--- src/rtl/trups_pkg.sv ---
// ----------------------------------------------------------------------------
// trups_pkg: shared constants and arithmetic for the two-row upsampler
// Holds sample and luma widths and the 9-3-3-1 interpolation and clamp helpers.
// ----------------------------------------------------------------------------
`default_nettype none

package trups_pkg;

  localparam int SAMP_W     = 16;
  localparam int LUMA_BITS  = 10;
  localparam int FRAC_SHIFT = 4;
  localparam int RND_BIAS   = 8;

  // 16 times a full-scale sample plus the bias fits in SAMP_W + 5 signed bits
  localparam int SUM_W = SAMP_W + 5;
  localparam int VAL_W = SUM_W - FRAC_SHIFT;
  localparam int ACC_W = ((VAL_W > LUMA_BITS) ? VAL_W : (LUMA_BITS + 1)) + 1;

  typedef logic signed [SAMP_W-1:0] samp_t;
  typedef logic        [LUMA_BITS-1:0] luma_t;
  typedef logic signed [VAL_W-1:0] val_t;

  // (9p + 3q + 3r + s + bias) >>> FRAC_SHIFT, floor rounding
  function automatic val_t interp(input samp_t p, input samp_t q,
                                  input samp_t r, input samp_t s);
    logic signed [SUM_W-1:0] ep;
    logic signed [SUM_W-1:0] eq;
    logic signed [SUM_W-1:0] er;
    logic signed [SUM_W-1:0] es;
    logic signed [SUM_W-1:0] sum;
    ep  = {{(SUM_W-SAMP_W){p[SAMP_W-1]}}, p};
    eq  = {{(SUM_W-SAMP_W){q[SAMP_W-1]}}, q};
    er  = {{(SUM_W-SAMP_W){r[SAMP_W-1]}}, r};
    es  = {{(SUM_W-SAMP_W){s[SAMP_W-1]}}, s};
    sum = (ep <<< 3) + ep + (eq <<< 1) + eq + (er <<< 1) + er + es
          + SUM_W'(RND_BIAS);
    return sum[SUM_W-1:FRAC_SHIFT];
  endfunction

  // base + v, clamped to 0 .. 2^LUMA_BITS - 1
  function automatic luma_t add_clamp(input luma_t base, input val_t v);
    logic signed [ACC_W-1:0] t;
    luma_t res;
    t = {{(ACC_W-VAL_W){v[VAL_W-1]}}, v} + {{(ACC_W-LUMA_BITS){1'b0}}, base};
    if (t[ACC_W-1]) begin
      res = '0;
    end else if (|t[ACC_W-2:LUMA_BITS]) begin
      res = '1;
    end else begin
      res = t[LUMA_BITS-1:0];
    end
    return res;
  endfunction

endpackage

`default_nettype wire

--- src/rtl/trups_if.sv ---
// ----------------------------------------------------------------------------
// trups channel interfaces
// Valid/ready channels for the sample-pair requests and the luma results.
// ----------------------------------------------------------------------------
`default_nettype none

interface trups_in_if
  import trups_pkg::*;
  ();
  logic  valid;
  logic  ready;
  logic  row_start;
  samp_t upper_sample;
  samp_t lower_sample;
  luma_t base_even;
  luma_t base_odd;

  modport source (output valid, row_start, upper_sample, lower_sample,
                  base_even, base_odd, input ready);
  modport sink   (input valid, row_start, upper_sample, lower_sample,
                  base_even, base_odd, output ready);
endinterface

interface trups_out_if
  import trups_pkg::*;
  ();
  logic  valid;
  logic  ready;
  luma_t out_even;
  luma_t out_odd;

  modport source (output valid, out_even, out_odd, input ready);
  modport sink   (input valid, out_even, out_odd, output ready);
endinterface

`default_nettype wire

--- src/rtl/two_row_upsample_residual_filter.sv ---
// ----------------------------------------------------------------------------
// two_row_upsample_residual_filter
// 2x horizontal bilinear upsampler over two rows with residual add and clamp.
//
// in_ch carries one request per cycle: a sample from the upper and lower row,
// a row_start flag and two base luma values. The block keeps the previous
// sample pair; a request with row_start set (or the first one after reset)
// only primes that pair and yields no result. Every other request yields one
// result on out_ch: out_even = clamp(base_even + v0), out_odd =
// clamp(base_odd + v1), with 9-3-3-1 weights and floor rounding.
// A result passes through the input register and then the result register
// before it turns valid on out_ch.
// Throughput: one request per cycle while out_ch is not stalled; the datapath
// is a single pass of adders and a clamp between the two registers.
// When out_ch stalls, both registers hold and in_ch.ready drops only once the
// input register is full; a free input register keeps accepting.
// Reset (rst_n low, synchronous) empties both registers and clears the stored
// pair and the primed flag.
// ----------------------------------------------------------------------------
`default_nettype none

module two_row_upsample_residual_filter
  import trups_pkg::*;
(
  input  wire         clk,
  input  wire         rst_n,
  trups_in_if.sink    in_ch,
  trups_out_if.source out_ch
);

  // stored pair from the previous request
  samp_t prev_upper_r, prev_upper_nxt;
  samp_t prev_lower_r, prev_lower_nxt;
  logic  primed_r,     primed_nxt;

  // input register: operands of one result
  logic  s1_valid_r, s1_valid_nxt;
  samp_t s1_a0_r, s1_b0_r, s1_a1_r, s1_b1_r;
  luma_t s1_base_e_r, s1_base_o_r;

  // result register
  logic  out_valid_r, out_valid_nxt;
  luma_t out_even_r, out_odd_r;

  logic  advance;     // input register moves into the result register
  logic  in_acc;
  logic  produce;     // accepted request yields a result
  val_t  v0, v1;

  // advance whenever the result register is empty or being drained
  assign advance = !out_valid_r || out_ch.ready;
  assign in_ch.ready = !s1_valid_r || advance;
  assign in_acc  = in_ch.valid && in_ch.ready;
  assign produce = primed_r && !in_ch.row_start;

  // single-pass datapath between the two registers
  assign v0 = interp(s1_a0_r, s1_a1_r, s1_b0_r, s1_b1_r);
  assign v1 = interp(s1_a1_r, s1_a0_r, s1_b1_r, s1_b0_r);

  always_comb begin
    prev_upper_nxt = prev_upper_r;
    prev_lower_nxt = prev_lower_r;
    primed_nxt     = primed_r;
    s1_valid_nxt   = s1_valid_r;
    out_valid_nxt  = out_valid_r;
    if (advance) begin
      out_valid_nxt = s1_valid_r;
      s1_valid_nxt  = 1'b0;
    end
    if (in_acc) begin
      // every request, priming or not, becomes the new stored pair
      prev_upper_nxt = in_ch.upper_sample;
      prev_lower_nxt = in_ch.lower_sample;
      primed_nxt     = 1'b1;
      s1_valid_nxt   = produce;
    end
  end

  always_ff @(posedge clk) begin
    if (!rst_n) begin
      prev_upper_r <= '0;
      prev_lower_r <= '0;
      primed_r     <= 1'b0;
      s1_valid_r   <= 1'b0;
      out_valid_r  <= 1'b0;
    end else begin
      prev_upper_r <= prev_upper_nxt;
      prev_lower_r <= prev_lower_nxt;
      primed_r     <= primed_nxt;
      s1_valid_r   <= s1_valid_nxt;
      out_valid_r  <= out_valid_nxt;
    end
  end

  // payload registers: load operands on accept, results on advance
  always_ff @(posedge clk) begin
    if (in_acc) begin
      s1_a0_r     <= prev_upper_r;
      s1_b0_r     <= prev_lower_r;
      s1_a1_r     <= in_ch.upper_sample;
      s1_b1_r     <= in_ch.lower_sample;
      s1_base_e_r <= in_ch.base_even;
      s1_base_o_r <= in_ch.base_odd;
    end
    if (advance && s1_valid_r) begin
      out_even_r <= add_clamp(s1_base_e_r, v0);
      out_odd_r  <= add_clamp(s1_base_o_r, v1);
    end
  end

  assign out_ch.valid    = out_valid_r;
  assign out_ch.out_even = out_even_r;
  assign out_ch.out_odd  = out_odd_r;

  // a priming request must never fill the input register
  a_prime_no_result: assert property (@(posedge clk) disable iff (!rst_n)
    (in_acc && !produce) |=> !s1_valid_r)
    else $error("priming request produced a result");

  // any accepted request leaves the block primed with its pair stored
  a_pair_stored: assert property (@(posedge clk) disable iff (!rst_n)
    in_acc |=> (primed_r && prev_upper_r == $past(in_ch.upper_sample)
                && prev_lower_r == $past(in_ch.lower_sample)))
    else $error("sample pair not stored on accept");

  // a pending operand set holds while the result register is blocked
  a_s1_hold: assert property (@(posedge clk) disable iff (!rst_n)
    (s1_valid_r && !advance) |=> (s1_valid_r && $stable(s1_a1_r)
                                  && $stable(s1_b1_r)))
    else $error("input register lost its operands under stall");

  // reset empties the pipeline and clears priming
  a_reset_clear: assert property (@(posedge clk)
    !rst_n |=> (!out_valid_r && !s1_valid_r && !primed_r))
    else $error("state not cleared by reset");

endmodule

`default_nettype wire
--- src/flat_wrapper.sv ---
// flat-port wrapper written by rule: the top's interface ports become plain ports
module two_row_upsample_residual_filter_flat import trups_pkg::*;
  (clk, rst_n, in_ch_valid, in_ch_row_start, in_ch_upper_sample, in_ch_lower_sample, in_ch_base_even, in_ch_base_odd, in_ch_ready, out_ch_valid, out_ch_out_even, out_ch_out_odd, out_ch_ready);
  trups_in_if in_ch_i ();
  trups_out_if out_ch_i ();
  input  wire clk;
  input  wire rst_n;
  input wire logic [$bits(in_ch_i.valid)-1:0] in_ch_valid;
  input wire logic [$bits(in_ch_i.row_start)-1:0] in_ch_row_start;
  input wire logic [$bits(in_ch_i.upper_sample)-1:0] in_ch_upper_sample;
  input wire logic [$bits(in_ch_i.lower_sample)-1:0] in_ch_lower_sample;
  input wire logic [$bits(in_ch_i.base_even)-1:0] in_ch_base_even;
  input wire logic [$bits(in_ch_i.base_odd)-1:0] in_ch_base_odd;
  output wire logic [$bits(in_ch_i.ready)-1:0] in_ch_ready;
  output wire logic [$bits(out_ch_i.valid)-1:0] out_ch_valid;
  output wire logic [$bits(out_ch_i.out_even)-1:0] out_ch_out_even;
  output wire logic [$bits(out_ch_i.out_odd)-1:0] out_ch_out_odd;
  input wire logic [$bits(out_ch_i.ready)-1:0] out_ch_ready;
  assign in_ch_i.valid = in_ch_valid;
  assign in_ch_i.row_start = in_ch_row_start;
  assign in_ch_i.upper_sample = in_ch_upper_sample;
  assign in_ch_i.lower_sample = in_ch_lower_sample;
  assign in_ch_i.base_even = in_ch_base_even;
  assign in_ch_i.base_odd = in_ch_base_odd;
  assign in_ch_ready = in_ch_i.ready;
  assign out_ch_valid = out_ch_i.valid;
  assign out_ch_out_even = out_ch_i.out_even;
  assign out_ch_out_odd = out_ch_i.out_odd;
  assign out_ch_i.ready = out_ch_ready;
  two_row_upsample_residual_filter u_core (.clk(clk), .rst_n(rst_n), .in_ch(in_ch_i), .out_ch(out_ch_i));
endmodule
--- config.mk ---
export PLATFORM = sky130hd
export DESIGN_NAME = two_row_upsample_residual_filter_flat
export DESIGN_NICKNAME = d
export VERILOG_FILES = /design/src/rtl/trups_pkg.sv /design/src/rtl/trups_if.sv /design/src/rtl/two_row_upsample_residual_filter.sv /design/src/flat_wrapper.sv
export SDC_FILE = /design/constraint.sdc
export NUM_CORES = 1
export LEC_CHECK = 0
export ABC_AREA = 1
export BUFFER_PORTS_ARGS = -buffer_cell sky130_fd_sc_hd__buf_2
export CAP_MARGIN = 5
export CORE_UTILIZATION = 50
export CTS_CLUSTER_SIZE = 30
export DETAILED_ROUTE_END_ITERATION = 8
export PLACE_DENSITY = 0.76
export SLEW_MARGIN = 20
export SYNTH_ARGS = -nofsm -noshare
export SYNTH_HDL_FRONTEND = slang
export SYNTH_SLANG_ARGS = --single-unit
--- constraint.sdc ---
create_clock -name clk -period 5 [get_ports clk]
set_input_delay 0.5 -clock clk [delete_from_list [all_inputs] [get_ports clk]]
set_output_delay 0.5 -clock clk [all_outputs]
set_load 0.02 [all_outputs]
==> results of run 1 <==
## registers in the layout, indices dropped and copies added, names as in the netlist
name and flops:
u_core.out_ch.valid 1, u_core.s1_b1_r 16, u_core.prev_lower_r 16, u_core.out_ch.out_odd 10, u_core.primed_r 1, u_core.s1_base_o_r 10, u_core.s1_b0_r 16, u_core.prev_upper_r 16
u_core.s1_valid_r 1, u_core.out_ch.out_even 10, u_core.s1_base_e_r 10, u_core.s1_a0_r 16, u_core.s1_a1_r 16
## timing repair
action                                  in CTS  in global routing
resized for setup                           66                110
buffers inserted                            17                 15
pin swaps                                   32                 89
gates cloned                                 4                  0
endpoints found under the setup margin      20                 20
## cells by family after synthesis
kind of cell / count (synthesis) / synth area share, %
AO/OA/AOI/OAI: 115 / 5.020
XOR/XNOR: 40 / 2.778
adder cells (fa/ha/maj): 259 / 35.28
buffers and inverters: 386 / 11.49
flip-flops: 139 / 30.32
AND/OR/NAND/NOR: 451 / 15.11
## layer usage
| layer | track usage [%] | vias up |
|---|---|---|
| li1 | - | 4840 |
| met1 | 30.17 | 4867 |
| met2 | 41.79 | 226 |
| met3 | 3.228 | 47 |
| met4 | 7.461 | 0 |
| met5 | 0 | - |
## worst max path at each step
stage | start | to | slack, ns
3_3_place_gp | u_core.s1_a1_r[4] | u_core.out_ch.out_odd[3] | -0.69
3_5_place_dp | u_core.s1_b0_r[4] | u_core.out_ch.out_odd[6] | -0.87
6_report | u_core.s1_a1_r[4] | u_core.out_ch.out_odd[7] | -0.79
4_1_cts | u_core.s1_a1_r[4] | u_core.out_ch.out_odd[8] | -0.63
2_1_floorplan | u_core.s1_a1_r[4] | u_core.out_ch.out_odd[0] | -0.17
5_1_grt | u_core.s1_a0_r[4] | u_core.out_ch.out_odd[7] | -1.07
## final cells by class
type | instances | area share (%)
multi-input cells | 869 | 50.01
flip-flops and latches | 139 | 23.35
repair buffers | 280 | 11.93
inverters | 377 | 8.657
clock buffers | 18 | 2.682
well taps | 324 | 2.476
clock inverters | 14 | 0.8940
## per-stage QoR
| step | hold slack, ns | instance area [µm²] | instances |
|---|---|---|---|
| 6_report | 0.2390 | 16370 | 2021 |
| 4_1_cts | 0.2257 | 15860 | 2007 |
| 5_1_grt | 0.2250 | 16370 | 2021 |
| 3_5_place_dp | 0.4171 | 14890 | 1954 |
| 3_3_place_gp | 0.4119 | 14890 | 1954 |
| 2_1_floorplan | 0.4090 | 12830 | 1390 |
## cell usage in the layout, fill, tap and decap left out, types with 36 or more instances in the layout
master	netlist	layout
fa_1	161	153
edfxtp_1	104	104
o21ai_0	46	45
nor2_1	105	89
nand2_2	3	45
ha_1	98	79
nand2_1	243	195
nand3_1	66	36
buf_4	0	192
inv_2	4	48
inv_1	372	328
buf_2	0	78
==> flow_summary.yaml, run 1 <==
worst_setup_path:
  r2r_slack_ns: -0.79
  slowest_stage: "fa_1"
  path_max_fanout: 5
  end_kind: "flop"
  arrival_ns: 5.97
  rr_endpoint: "u_core.out_ch.out_odd[7]"
  reg2reg_depth: 31
  cp-start-kind: "flop"
  worstSetupPathType: "reg -> reg"
  r2r_start: "u_core.s1_a1_r[4]"
  crit_top_cell: "fa_1"
  cp.required_ns: 5.18
  critPathBufInv: 7
  cp.depth: 31
  slowest_delay_ns: 0.54
  critPathTopFamily: "adder cells"
floorplan:
  initial_utilization_pct: 51.40
  coreArea_um2: 24530
  rows: 57
  die_y_um: 160.8
  die_area_um2: 25860
  die_x_um: 160.8
  ios: 79
synthesis:
  syn_nets: 1706
  yosysSeqAreaShare_pct: 30.32
  synth_top_cell_area_share_pct: 25.56
  synthesis.area_um2: 12610
  synthArstFlopShare_pct: 0
  synth_commonest_cells: "inv_1, nand2_1, fa_1, nor2_1, edfxtp_1"
  synth_top_cell_by_area: "fa_1"
  synth_cells: 1390
  ys_ff_latch: 139
  syn_area_per_cell_um2: 9.073
  ys_types: 36
  synth.most_common_cell: "inv_1"
  ys_warn_count: 0
  yosys-top-cells-area: "fa_1, edfxtp_1, inv_1"
  synth_ff_type: "edfxtp_1"
  synth_edf_count: 104
drt:
  drc: 0
  drtAntennaViolNets: 0
  firstDrtPassIters: 5
  drt-initial-drc-count: 542
  dr_wl_met3_um: 1041
  topRoutingLayerUsed: "met4"
  wl_per_cell_um: 14.83
  dr_wl_met2_um: 15260
  routed_via_density: 4.938
  wl_met1_um: 13020
  wl_um: 29980
  num_vias: 9980
finish:
  diodes: 0
  final_core_util_pct: 66.74
  final_layout_size_suffix_gt1_share_pct: 31.59
  fillers: 1813
  area_growth_syn_to_layout_pct: 29.84
  multi_input_area_um2: 8189
  regArea_um2: 3824
  fin_nets: 2000
cts:
  cts-root-buf: "clkbuf_16"
  clock-sinks: 139
  insertion_delay_ns: 0.44
  cts.path.max_buffers: 2
  hold_buffers: 0
  cts_max_level: 4
  cts_buffers: 17
  clkTransAtPathRegs_ns: 0.07
  cts_tree: "done"
sta:
  tightest_slew_ns: 0.5787
  rsz0062_at_grt: "true"
  slew_violations: 0
  setup_tns_ns: -14.89
  skew_ns: 0.01220
  fin_ws_ns: -0.7898
  max_freq_mhz: 172.7
  setup_violations: 20
  hold_viol_final: 0
  slew_headroom_pct: 61.42
  finalCritPeriodShare_pct: 115.8
  fin_crit_ns: 5.790
worst_hold_path:
  hold-path-endpoint: "u_core.s1_base_o_r[5]"
  worstHoldStart: "in_ch_base_odd[5]"
  worstHoldPathCells: 1
  hp-class: "in -> reg"
run_status:
  violations: "setup timing"
  status: "finished, violations left"
place:
  dp.final_hpwl_um: 22400
  portBuffers: 78
  dp_slack_ns: -0.8668
  place.gp.congestion: 0.8835
global_route:
  grt_usage_pct: 23.70
  grt_pass1_vias: 10310
  antenna_found_initial: 0
  grt_pass1_wl_um: 48240
  grt_remaining_overflow: 0
  grt_max_degree: 62
flow_run:
  max-cap-violations: 0
Power of run 1 is left out: the tool's default activity adds up to more than one toggle a clock period on the data nets, which glitch-free logic cannot reach.
==> run 2, diff against run 1 <==
==> constraint.sdc (replaced) <==
create_clock -name clk -period 5 [get_ports clk]
set_input_delay 0.25 -clock clk [delete_from_list [all_inputs] [get_ports clk]]
set_output_delay 0.25 -clock clk [all_outputs]
set_load 0.02 [all_outputs]
==> run 2 against run 1 <==
The flow still finishes with violations (setup timing). Critical path depth grew 1. Setup slack got worse by 0.14 ns. Via count up 3.3%. Critical endpoint unchanged. Clock-buffer cell count down 1. Flip-flop and latch count did not move. Hold slack got worse by 0.24 ns. Die area unchanged. Utilization increased by 2.1 points.
==> flow_summary.yaml, run 2 (same netlist as run 1, synthesis figures left out) <==
drt:
  firstDrtPassIters: 5
  num_vias: 10310
  routed_via_density: 4.989
  drt-initial-drc-count: 624
  drc: 0
  wl_per_cell_um: 15.39
  wl_um: 31790
  drtAntennaViolNets: 0
worst_setup_path:
  r2r_start: "u_core.s1_b0_r[4]"
  worstSetupPathType: "reg -> reg"
  reg2reg_depth: 32
  end_kind: "flop"
  rr_endpoint: "u_core.out_ch.out_odd[7]"
  slowest_stage: "fa_1"
  slowest_delay_ns: 0.59
  arrival_ns: 6.12
  r2r_slack_ns: -0.93
  path_max_fanout: 5
  cp-start-kind: "flop"
  crit_top_cell: "nand2_2"
  cp-startpoint: "u_core.s1_b0_r[4]"
  cp.required_ns: 5.20
place:
  portBuffers: 78
  dp.final_hpwl_um: 22870
  place.gp.congestion: 0.8829
  dp_slack_ns: -0.8767
sta:
  rsz0062_at_grt: "true"
  max_freq_mhz: 168.8
  fin_crit_ns: 5.925
  fin_ws_ns: -0.9252
  tightest_slew_ns: 0.7103
  slew_headroom_pct: 52.65
  hold_viol_final: 0
  setup_violations: 20
  slew_violations: 0
  skew_ns: 0.01532
  finalCritPeriodShare_pct: 118.5
worst_hold_path:
  worstHoldPathCells: 1
  hold-path-endpoint: "u_core.s1_a1_r[4]"
  worstHoldStart: "in_ch_upper_sample[4]"
  hp-class: "in -> reg"
global_route:
  grt_usage_pct: 24.96
  grt_remaining_overflow: 0
  grt_pass1_vias: 10880
  antenna_found_initial: 0
  grt_max_degree: 62
  grt_pass1_wl_um: 50920
cts:
  cts-root-buf: "clkbuf_16"
  clock-sinks: 139
  cts_max_level: 4
  insertion_delay_ns: 0.45
  clkTransAtPathRegs_ns: 0.08
  cts_buffers: 17
  cts_tree: "done"
  cts.path.max_buffers: 2
floorplan:
  rows: 57
  ios: 79
  die_y_um: 160.8
  die_area_um2: 25860
  coreArea_um2: 24530
  die_x_um: 160.8
  initial_utilization_pct: 51.40
finish:
  multi_input_area_um2: 8244
  regArea_um2: 3824
  final_cell_mix: "inv_1, nand2_1, buf_4"
  final_common_cell: "inv_1"
  final_layout_size_suffix_gt1_share_pct: 30.88
  diodes: 0
  fillers: 1745
  area_growth_syn_to_layout_pct: 33.98
  fin_nets: 2045
flow_run:
  max-cap-violations: 0
run_status:
  status: "finished, violations left"
  violations: "setup timing"
-- run 2: metrics by stage --
stage / TNS [ns] / cell area (µm²) / hold WS, ns / utilization (%) / cells
global route: -21.14 / 16900 / 0.0004393 / 68.87 / 2066
floorplan: -3.061 / 12830 / 0.3489 / - / 1390
CTS: -12.11 / 16410 / 0.0001212 / 66.90 / 2052
finish: -16.77 / 16900 / 0.003804 / 68.87 / 2066
global placement: -12.25 / 14840 / 0.4130 / 60.48 / 1945
detailed placement: -14.89 / 14840 / 0.4155 / 60.48 / 1945
-- run 2: how the worst max path moves through the flow --
stage,endpoint,slack [ns],cells after the start
6_report,u_core.out_ch.out_odd[7],-0.93,32
5_1_grt,u_core.out_ch.out_odd[7],-1.15,31
4_1_cts,u_core.out_ch.out_odd[8],-0.71,28
3_5_place_dp,u_core.out_ch.out_odd[8],-0.88,28
3_3_place_gp,u_core.out_ch.out_odd[3],-0.75,28
2_1_floorplan,u_core.out_ch.out_odd[0],-0.17,31
-- run 2: cell type report --
type	count	share of cell area, %
Sequential cell	139	22.63
Multi-Input combinational cell	869	48.79
Tap cell	324	2.399
Timing Repair Buffer	325	14.34
Inverter	377	8.405
Clock buffer	17	2.518
Clock inverter	15	0.9108
-- run 2: per-layer routing --
metal / up-vias / track usage [%] / part of all wire, %
met5: - / 0 / 0
met1: 4979 / 30.71 / 41
met3: 85 / 3.461 / 4.2
met4: 0 / 8.405 / 3.0
li1: 4921 / - / -
met2: 322 / 44.92 / 52
-- run 2: what timing repair did --
action,4_1_cts,5_1_grt
setup buffers,30,11
resized for setup,82,102
gates cloned,4,0
hold buffers,43,3
hold endpoints to repair,43,3
setup endpoints to repair,20,20
pin swaps,56,97
-- run 2: worst max-delay path, delay by kind of cell (launching register included) --
family,cells,cell delay [ns]
flip-flops,1,0.35
buffers and inverters,7,0.46
XOR/XNOR,1,0.24
AO/OA/AOI/OAI,2,0.36
AND/OR/NAND/NOR,16,1.60
adder cells (fa/ha/maj),6,2.63
Power of run 2 is left out for the same reason.
==> run 3, diff against run 2 <==
--- a/config.mk
+++ b/config.mk
@@ -12,6 +12,7 @@
 export CTS_CLUSTER_SIZE = 30
 export DETAILED_ROUTE_END_ITERATION = 8
 export PLACE_DENSITY = 0.76
+export SETUP_SLACK_MARGIN = 0.3
 export SLEW_MARGIN = 20
 export SYNTH_ARGS = -nofsm -noshare
 export SYNTH_HDL_FRONTEND = slang
==> run 3 against run 2 <==
The flow still finishes with violations (setup timing). Critical path type unchanged. Via count up 0.13%. Routed wire length up 0.47%. Final area hardly changed. Final cell count barely moved.
==> flow_summary.yaml, run 3 (same netlist as run 1, synthesis figures left out) <==
cts:
  cts.path.max_buffers: 2
  clkTransAtPathRegs_ns: 0.08
  cts-root-buf: "clkbuf_16"
  cts_max_level: 4
  insertion_delay_ns: 0.45
  clock-sinks: 139
  cts_buffers: 17
  cts_tree: "done"
global_route:
  grt_usage_pct: 25.01
  antenna_found_initial: 0
  grt_pass1_wl_um: 50990
  grt_remaining_overflow: 0
  grt_max_degree: 62
  grt_pass1_vias: 10870
sta:
  finalCritPeriodShare_pct: 117.9
  skew_ns: 0.01679
  fin_ws_ns: -0.8965
  rsz0062_at_grt: "true"
  max_freq_mhz: 169.6
  slew_violations: 0
  fin_crit_ns: 5.897
  tightest_slew_ns: 0.7117
  setup_violations: 20
  hold_viol_final: 0
  slew_headroom_pct: 52.55
worst_setup_path:
  r2r_slack_ns: -0.90
  cp.required_ns: 5.20
  end_kind: "flop"
  crit_path_end: "u_core.out_ch.out_odd[7]"
  rr_endpoint: "u_core.out_ch.out_odd[7]"
  worstSetupPathType: "reg -> reg"
  path_max_fanout: 5
  r2r_start: "u_core.s1_b0_r[4]"
  crit_top_cell: "nand2_2"
  arrival_ns: 6.10
  slowest_stage: "fa_1"
  slowest_delay_ns: 0.59
  cp-startpoint: "u_core.s1_b0_r[4]"
  cp-start-kind: "flop"
  reg2reg_depth: 32
run_status:
  violations: "setup timing"
  status: "finished, violations left"
finish:
  finalInstanceArea_um2: 16890
  final_layout_size_suffix_gt1_share_pct: 30.69
  final_cell_mix: "inv_1, nand2_1, buf_4"
  area_growth_syn_to_layout_pct: 33.92
  final_common_cell: "inv_1"
  diodes: 0
  fin_nets: 2046
drt:
  wl_per_cell_um: 15.45
  dr_wl_met2_um: 16610
  drtAntennaViolNets: 0
  dr_wl_met3_um: 1454
  topRoutingLayerUsed: "met4"
  wl_um: 31940
  num_vias: 10320
  firstDrtPassIters: 5
  wl_met1_um: 13090
  drc: 0
  drt-initial-drc-count: 704
  routed_via_density: 4.993
place:
  dp.final_hpwl_um: 22870
  placed_area_um2: 14840
  place.gp.congestion: 0.8829
  portBuffers: 78
floorplan:
  die_y_um: 160.8
  ios: 79
  initial_utilization_pct: 51.40
  die_x_um: 160.8
  coreArea_um2: 24530
  rows: 57
  die_area_um2: 25860
worst_hold_path:
  hp-class: "in -> reg"
  worstHoldStart: "in_ch_upper_sample[4]"
flow_run:
  max-cap-violations: 0
[run 3: cell types whose count changed in the layout (fill, tap and decap cells not counted), sizes merged]
cell / delta
buf: +2
dlygate4sd3: -1
[run 3: cell type report]
cell class,instances,area [µm²]
Sequential cell,139,3824
Timing Repair Buffer,326,2432
Fill cell,1749,7645
Clock inverter,15,153.9
Clock buffer,17,425.4
Tap cell,324,405.4
Multi-Input combinational cell,869,8228
Inverter,377,1420
[run 3: through the flow]
stage	hold slack, ns	setup slack [ns]	setup TNS (ns)	utilization [%]	std cells
finish	0.002556	-0.8965	-16.24	68.84	2067
floorplan	0.3489	-0.1679	-3.061	-	1390
CTS	0.0001212	-0.7058	-12.13	66.97	2052
global route	0.00005501	-1.073	-20.56	68.84	2067
detailed placement	0.4155	-0.8767	-14.89	60.48	1945
global placement	0.4130	-0.7499	-12.25	60.48	1945
[run 3: timing repair]
item                       4_1_cts  5_1_grt
gates cloned                     4        0
setup endpoints to repair       20       20
hold buffers                    43        2
pin swaps                       56       88
hold endpoints to repair        43        2
gates resized for setup         86       95
buffers inserted                28       13
[run 3: how the worst min path moves through the flow]
| stage | endpoint | slack (ns) | cells past startpoint |
|---|---|---|---|
| 6_report | u_core.s1_a1_r[4] | 0.003 | 1 |
| 5_1_grt | u_core.s1_a1_r[5] | 0.00006 | 1 |
| 4_1_cts | u_core.s1_a1_r[4] | 0.0001 | 1 |
| 3_5_place_dp | u_core.s1_a0_r[15] | 0.42 | 0 |
| 3_3_place_gp | u_core.s1_a0_r[8] | 0.41 | 0 |
| 2_1_floorplan | u_core.s1_a1_r[0] | 0.35 | 0 |
[run 3: critical path: cells and delay by family, from the launching register on]
kind                     cells  cell delay [ns]
adder cells (fa/ha/maj)      6             2.63
AND/OR/NAND/NOR             16             1.56
buffers and inverters        7             0.46
AO/OA/AOI/OAI                2             0.36
flip-flops                   1             0.35
XOR/XNOR                     1             0.24
[run 3: per-layer routing]
| metal | track usage, % | up-vias |
|---|---|---|
| li1 | - | 4926 |
| met1 | 30.78 | 5019 |
| met2 | 44.96 | 304 |
| met3 | 3.512 | 71 |
| met4 | 8.448 | 0 |
| met5 | 0 | - |
Power of run 3 is left out for the same reason.
